## src/rtl/trpp_pkg.sv

```systemverilog
`timescale 1ns / 1ps

package trpp_pkg;

  localparam int SOURCE_SIDE = 256;
  localparam int SIDE_W      = $clog2(SOURCE_SIDE);
  localparam int COORD_W     = 8;
  localparam int DIV_RAW_W   = COORD_W + 2 * SIDE_W;
  localparam int DIV_STEPS   = 4;
  localparam int DIV_STAGES  = (DIV_RAW_W + DIV_STEPS - 1) / DIV_STEPS;
  localparam int DIV_W       = DIV_STAGES * DIV_STEPS;
  localparam int SUM_W       = DIV_W + 1;
  localparam int PAGE_W      = 9;
  localparam int CFG_W       = 20;
  localparam int CFG_IDX_W   = 3;

  localparam logic FUNC_ADDRESS = 1'b0;
  localparam logic FUNC_CONVERT = 1'b1;

  localparam logic [1:0] FMT_PACK   = 2'd0;
  localparam logic [1:0] FMT_COPY32 = 2'd1;
  localparam logic [1:0] FMT_COPY16 = 2'd2;

  localparam logic [CFG_IDX_W-1:0] REG_PAGE_WIDTH     = 3'd0;
  localparam logic [CFG_IDX_W-1:0] REG_PAGE_HEIGHT    = 3'd1;
  localparam logic [CFG_IDX_W-1:0] REG_SOURCE_FORMAT  = 3'd2;
  localparam logic [CFG_IDX_W-1:0] REG_CHANNEL_BITS   = 3'd3;
  localparam logic [CFG_IDX_W-1:0] REG_CHANNEL_SHIFTS = 3'd4;
  localparam logic [CFG_IDX_W-1:0] REG_PIXEL_BYTES    = 3'd5;

  typedef enum logic [1:0] {
    KIND_INDEX = 2'd0,
    KIND_BYTE  = 2'd1,
    KIND_WORD  = 2'd2
  } kind_t;

  typedef struct packed {
    kind_t               kind;
    logic [2:0]          count;
    logic [31:0]         word;
    logic [DIV_W-1:0]    acc_x;
    logic [DIV_W-1:0]    acc_y;
    logic [PAGE_W-1:0]   rem_x;
    logic [PAGE_W-1:0]   rem_y;
  } item_t;

  function automatic logic [31:0] pack_channel(input logic [7:0] value,
                                               input logic [3:0] bits,
                                               input logic [4:0] shift);
    logic [3:0] keep;
    logic [7:0] kept;
    keep = (bits > 4'd8) ? 4'd8 : bits;
    kept = value >> (4'd8 - keep);
    return 32'(kept) << shift;
  endfunction

endpackage

```

## src/rtl/texture_resample_pixel_pack.sv

```systemverilog
`timescale 1ns / 1ps

// Texture upload converter. Address requests and pass-through texels give one result word
// each; a packed pixel holds the byte-wide result serializer for one beat per byte, with
// pixel_bytes clamped to 1 to 4, and busy rises when that serializer backs up into a full
// pipeline. Accepted items pass the entry register, the DIV_STAGES stages of a pipelined
// restoring divider that retires four quotient bits per stage, and the serializer register.
// Results cannot be held off: done marks each result beat for exactly one cycle.
module texture_resample_pixel_pack (
  input  logic                           clk,
  input  logic                           rst,
  input  logic                           start,
  output logic                           busy,
  input  logic                           func,
  input  logic [7:0]                     dest_x,
  input  logic [7:0]                     dest_y,
  input  logic [31:0]                    texel,
  output logic                           done,
  output logic [1:0]                     kind,
  output logic [31:0]                    data,
  output logic                           last,
  input  logic                           cfg_write,
  input  logic [trpp_pkg::CFG_IDX_W-1:0] cfg_index,
  input  logic [trpp_pkg::CFG_W-1:0]     cfg_data
);

  localparam int NS = trpp_pkg::DIV_STAGES;

  logic [trpp_pkg::PAGE_W-1:0] page_width;
  logic [trpp_pkg::PAGE_W-1:0] page_height;
  logic [1:0]                  source_format;
  logic [15:0]                 channel_bits;
  logic [19:0]                 channel_shifts;
  logic [2:0]                  pixel_bytes;

  logic [trpp_pkg::PAGE_W-1:0] div_w;
  logic [trpp_pkg::PAGE_W-1:0] div_h;
  logic [2:0]                  byte_count;

  trpp_pkg::item_t entry;
  trpp_pkg::item_t stg [0:NS];
  trpp_pkg::item_t nxt [0:NS-1];
  logic            vld [0:NS];
  logic            rdy [0:NS];

  logic                        ser_valid;
  logic [2:0]                  ser_left;
  trpp_pkg::kind_t             ser_kind;
  logic [31:0]                 ser_word;
  logic                        ser_free;
  logic [trpp_pkg::SUM_W-1:0]  index_sum;

  // configuration registers
  always_ff @(posedge clk) begin
    if (rst) begin
      page_width     <= 9'd256;
      page_height    <= 9'd256;
      source_format  <= trpp_pkg::FMT_PACK;
      channel_bits   <= 16'h8888;
      channel_shifts <= 20'h0;
      pixel_bytes    <= 3'd4;
    end else if (cfg_write) begin
      unique case (cfg_index)
        trpp_pkg::REG_PAGE_WIDTH:     page_width     <= cfg_data[8:0];
        trpp_pkg::REG_PAGE_HEIGHT:    page_height    <= cfg_data[8:0];
        trpp_pkg::REG_SOURCE_FORMAT:  source_format  <= cfg_data[1:0];
        trpp_pkg::REG_CHANNEL_BITS:   channel_bits   <= cfg_data[15:0];
        trpp_pkg::REG_CHANNEL_SHIFTS: channel_shifts <= cfg_data[19:0];
        trpp_pkg::REG_PIXEL_BYTES:    pixel_bytes    <= cfg_data[2:0];
        default: ;
      endcase
    end
  end

  assign div_w = (page_width == '0) ? trpp_pkg::PAGE_W'(1) : page_width;
  assign div_h = (page_height == '0) ? trpp_pkg::PAGE_W'(1) : page_height;
  assign byte_count = (pixel_bytes == 3'd0) ? 3'd1 :
                      (pixel_bytes > 3'd4)  ? 3'd4 : pixel_bytes;

  // entry decode and channel packing
  always_comb begin
    entry       = '0;
    entry.acc_x = trpp_pkg::DIV_W'(dest_x) * trpp_pkg::DIV_W'(trpp_pkg::SOURCE_SIDE);
    entry.acc_y = trpp_pkg::DIV_W'(dest_y)
                * trpp_pkg::DIV_W'(trpp_pkg::SOURCE_SIDE * trpp_pkg::SOURCE_SIDE);
    if (func == trpp_pkg::FUNC_ADDRESS) begin
      entry.kind  = trpp_pkg::KIND_INDEX;
      entry.count = 3'd1;
    end else begin
      case (source_format)
        trpp_pkg::FMT_PACK: begin
          entry.kind  = trpp_pkg::KIND_BYTE;
          entry.count = byte_count;
          entry.word  = trpp_pkg::pack_channel(texel[23:16], channel_bits[3:0],
                                               channel_shifts[4:0])
                      | trpp_pkg::pack_channel(texel[15:8], channel_bits[7:4],
                                               channel_shifts[9:5])
                      | trpp_pkg::pack_channel(texel[7:0], channel_bits[11:8],
                                               channel_shifts[14:10])
                      | trpp_pkg::pack_channel(texel[31:24], channel_bits[15:12],
                                               channel_shifts[19:15]);
        end
        trpp_pkg::FMT_COPY32: begin
          entry.kind  = trpp_pkg::KIND_WORD;
          entry.count = 3'd1;
          entry.word  = texel;
        end
        trpp_pkg::FMT_COPY16: begin
          entry.kind  = trpp_pkg::KIND_WORD;
          entry.count = 3'd1;
          entry.word  = {16'h0, texel[15:0]};
        end
        default: begin
          entry.kind  = trpp_pkg::KIND_WORD;
          entry.count = 3'd0;
        end
      endcase
    end
  end

  // restoring division, four quotient bits per stage for both terms
  always_comb begin : div_steps
    logic [trpp_pkg::PAGE_W:0] tx;
    logic [trpp_pkg::PAGE_W:0] ty;
    for (int s = 0; s < NS; s++) begin
      nxt[s] = stg[s];
      for (int i = 0; i < trpp_pkg::DIV_STEPS; i++) begin
        tx = {nxt[s].rem_x, nxt[s].acc_x[trpp_pkg::DIV_W-1]};
        ty = {nxt[s].rem_y, nxt[s].acc_y[trpp_pkg::DIV_W-1]};
        nxt[s].acc_x = nxt[s].acc_x << 1;
        nxt[s].acc_y = nxt[s].acc_y << 1;
        if (tx >= {1'b0, div_w}) begin
          tx = tx - {1'b0, div_w};
          nxt[s].acc_x[0] = 1'b1;
        end
        if (ty >= {1'b0, div_h}) begin
          ty = ty - {1'b0, div_h};
          nxt[s].acc_y[0] = 1'b1;
        end
        nxt[s].rem_x = tx[trpp_pkg::PAGE_W-1:0];
        nxt[s].rem_y = ty[trpp_pkg::PAGE_W-1:0];
      end
    end
  end

  // per-stage ready, bubbles collapse under a stall
  assign ser_free = !ser_valid || (ser_left == 3'd1);

  always_comb begin
    rdy[NS] = !vld[NS] || ser_free;
    for (int s = NS - 1; s >= 0; s--) begin
      rdy[s] = !vld[s] || rdy[s+1];
    end
  end

  assign busy = !rdy[0];

  always_ff @(posedge clk) begin
    if (rst) begin
      for (int s = 0; s <= NS; s++) begin
        vld[s] <= 1'b0;
      end
    end else begin
      if (rdy[0]) begin
        vld[0] <= start;
      end
      for (int s = 1; s <= NS; s++) begin
        if (rdy[s]) begin
          vld[s] <= vld[s-1];
        end
      end
    end
  end

  always_ff @(posedge clk) begin
    if (rdy[0]) begin
      stg[0] <= entry;
    end
    for (int s = 1; s <= NS; s++) begin
      if (rdy[s]) begin
        stg[s] <= nxt[s-1];
      end
    end
  end

  // output serializer, one beat per cycle
  assign index_sum = trpp_pkg::SUM_W'(stg[NS].acc_x) + trpp_pkg::SUM_W'(stg[NS].acc_y);

  always_ff @(posedge clk) begin
    if (rst) begin
      ser_valid <= 1'b0;
      ser_left  <= 3'd0;
    end else if (ser_free) begin
      ser_valid <= vld[NS] && (stg[NS].count != 3'd0);
      ser_left  <= stg[NS].count;
    end else begin
      ser_left  <= ser_left - 3'd1;
    end
  end

  always_ff @(posedge clk) begin
    if (ser_free) begin
      ser_kind <= stg[NS].kind;
      ser_word <= (stg[NS].kind == trpp_pkg::KIND_INDEX) ? 32'(index_sum) : stg[NS].word;
    end else begin
      ser_word <= ser_word >> 8;
    end
  end

  assign done = ser_valid;
  assign kind = ser_kind;
  assign data = (ser_kind == trpp_pkg::KIND_BYTE) ? {24'h0, ser_word[7:0]} : ser_word;
  assign last = (ser_left == 3'd1);

endmodule

```

## config.mk

```make
export PLATFORM = sky130hd
export DESIGN_NAME = texture_resample_pixel_pack
export DESIGN_NICKNAME = d
export VERILOG_FILES = /design/src/rtl/trpp_pkg.sv /design/src/rtl/texture_resample_pixel_pack.sv
export SDC_FILE = /design/constraint.sdc
export NUM_CORES = 2
export LEC_CHECK = 0
export ABC_AREA = 1
export BUFFER_PORTS_ARGS = -buffer_cell sky130_fd_sc_hd__buf_2
export CAP_MARGIN = 0
export CORE_MARGIN = 10
export CORE_UTILIZATION = 60
export DETAILED_ROUTE_END_ITERATION = 16
export GPL_ROUTABILITY_DRIVEN = 0
export PLACE_DENSITY = 0.8
export SETUP_SLACK_MARGIN = 0.4
export SLEW_MARGIN = 25
export SYNTH_ARGS = -nofsm -noshare
export SYNTH_HDL_FRONTEND = slang
export SYNTH_SLANG_ARGS = --single-unit
```

## constraint.sdc

```tcl
create_clock -name clk -period 12.54 [get_ports clk]
set_clock_uncertainty 0.15 [all_clocks]
set_input_delay 0.627 -clock clk [delete_from_list [all_inputs] [get_ports clk]]
set_output_delay 0.627 -clock clk [all_outputs]
set_load 0.1 [all_outputs]
```

==> impl_metrics.json <==
{
  "ys_seq_area_share_pct": 40.3,
  "clockBufferDepth": 3,
  "routed_wl_um": 126000,
  "die_h_um": 300,
  "finish.instance_area_mm2": 0.0509,
  "multiInputGateArea_mm2": 0.0253,
  "setup_violations": 0,
  "remaining_drc_errors": 0,
  "clk-insertion-delay-late_ns": 0.63,
  "drv_slew": 0,
  "wl_met2_um": 57900,
  "synth_edf_count": 566,
  "synth_area_leader_cell": "edfxtp_1",
  "cts_root_buf": "clkbuf_16",
  "nets": 6209,
  "worstPathRequired_ns": 12.74,
  "dp_hpwl_um": 88600,
  "ctsHoldBuffers": 2,
  "cpMostUsedCell": "nand2_1",
  "cp_slowest_stage_delay_ns": 0.53,
  "grt_max_degree": 81,
  "synth_cell_type_count": 70,
  "cts_inserted_buffers": 71,
  "hold_slack_ns": 0.0302,
  "core-area_mm2": 0.0775,
  "finalCritPeriodShare_pct": 73.2,
  "ant_nets": 0,
  "synth_top_area_share_pct": 36.2,
  "syn_avg_cell_area_um2": 8.36,
  "arrival_ns": 9.38,
  "rows": 102,
  "cts_tree": "yes",
  "post-route-util_pct": 65.7,
  "min_period_ns": 9.17,
  "crit_path_end_kind": "flip-flop",
  "first_pass_iters": 7,
  "wl_met3_um": 10800,
  "io_buffers": 112,
  "start_util_pct": 60.6,
  "clock_sinks": 661,
  "fmax_mhz": 109,
  "critPathKind": "reg2reg",
  "worstMarginPinSlew_ns": 0.969,
  "setup_tns_ns": 0,
  "synth.area.top_cells": "edfxtp_1, ha_1, nand2_1",
  "slowest_stage": "nand2_4",
  "outcome": "finished, final reports clean",
  "post_cts_buffers": 0,
  "path_clk_slew_ns": 0.07,
  "yosysWarnings": 0,
  "wl_met1_um": 50500,
  "start_kind": "flip-flop",
  "routed.top_layer": "met5",
  "drt_iter0_markers": 4414,
  "yosysMostFrequentCell": "nand2_1",
  "crit_path_max_fanout": 47,
  "htreeDepth": 3,
  "num_vias": 40400,
  "placed_area_mm2": 0.0483,
  "maxCapViolations": 0,
  "drive_gt1_share_pct": 8.24,
  "grt_pass1_vias": 38300,
  "relSlewSlack_pct": 35.4,
  "viasPerCell": 5.96,
  "synthTopCellsByCount": "nand2_1, edfxtp_1, nand3_1",
  "ys_ff_latch": 661,
  "seq_area_mm2": 0.0189,
  "fillers": 6137,
  "antenna_found_initial": 3,
  "async_flop_share_pct": 0,
  "syn-num-nets": 6139,
  "grt_first_pass_wirelength_um": 199000,
  "grt_usage_pct": 27.2,
  "wire_per_inst_um": 18.5,
  "min_path_type": "in2reg",
  "grt_overflow": 0,
  "pin_count": 113,
  "dieArea_mm2": 0.0898,
  "netlist_area_mm2": 0.0469,
  "die_w_um": 300,
  "synth_ff_type": "edfxtp_1",
  "ctsResizeCount": 0,
  "rsz0062_at_grt": "false",
  "syn_inst": 5612,
  "area_growth_pct": 8.49,
  "hold_viol_final": 0
}
==> worst paths after layout <==
kind	from	endpoint	slack (ns)	cells past startpoint
max	page_width[1]$_SDFFE_PP0P_	stg[1][17]$_DFFE_PP_	3.37	47
min	dest_x[2]	stg[0][52]$_DFFE_PN_	0.03	1
max reg2reg	page_width[1]$_SDFFE_PP0P_	stg[1][17]$_DFFE_PP_	3.37	47
min reg2reg	stg[2][91]$_DFFE_PP_	stg[3][91]$_DFFE_PP_	0.26	0
==> per-stage QoR <==
| stage | std cells | setup slack, ns |
|---|---|---|
| finish | 6783 | 3.37 |
| floorplan | 5612 | 0.479 |
| global route | 6782 | 2.51 |
| detailed placement | 6647 | 3.67 |
| CTS | 6781 | 3.57 |
| global placement | 6647 | 4.01 |
==> critical path: cells and delay by family (launching register included) <==
kind / cells / cell delay, ns
and+or+nand+nor: 20 / 3.13
DFF: 1 / 0.30
buffers and inverters: 9 / 1.19
AOI/OAI and AO/OA: 13 / 2.55
adders and majority gates: 5 / 1.55
==> kinds of logic after synthesis <==
group | synth area share, %
DFF | 40.3
and+or+nand+nor | 22.9
muxes | 0.0213
buffers and inverters | 5.96
xor gates and xnor gates | 5.38
adders and majority gates | 12.4
AOI/OAI and AO/OA | 13.0
==> per-layer routing <==
metal  vias up  GRT usage (%)
li1      19600              -
met1     18600           34.5
met2      1883           44.8
met3       429           4.22
met4         2           13.5
met5         -              0
==> sequential cells by signal (all words and copies together) (netlist names) <==
signal          count
channel_bits       16
channel_shifts     20
done                1
kind                2
page_height         9
page_width          9
pixel_bytes         3
ser_left            3
ser_word           32
source_format       2
stg               557
vld                 7
==> cell usage in the layout (no fill, tap or decap), types with 13 or more instances in the layout <==
cell type  count
a211oi_1      24
a21o_1        21
a21oi_1      403
a21oi_2       14
a31oi_1       20
buf_2        112
buf_4         31
clkbuf_16     74
dfxtp_1       95
edfxtp_1     566
fa_1          23
ha_1         427
inv_1        514
inv_2         27
nand2_1     1304
nand2_2       37
nand3_1      555
nand3_2       20
nand3b_1      13
nand4_1       77
nor2_1       280
nor2_2        14
nor3_1        61
o211ai_1      34
o21ai_0      391
o21ai_1       46
o21ai_2       26
o21bai_1      25
or2_2         26
xnor2_1      117
xor2_1       171
==> cell type report <==
class / count / share of cell area, %
multi-input cells: 4254 / 49.6
flip-flops and latches: 661 / 37.1
inverters: 548 / 4.06
clock buffers: 90 / 3.86
well taps: 1040 / 2.56
repair buffers: 146 / 1.62
clock inverters: 42 / 1.13
diodes: 2 / 0.00983
Power is left out: the tool's default activity adds up to more than one toggle a clock period on the data nets, which glitch-free logic cannot reach.
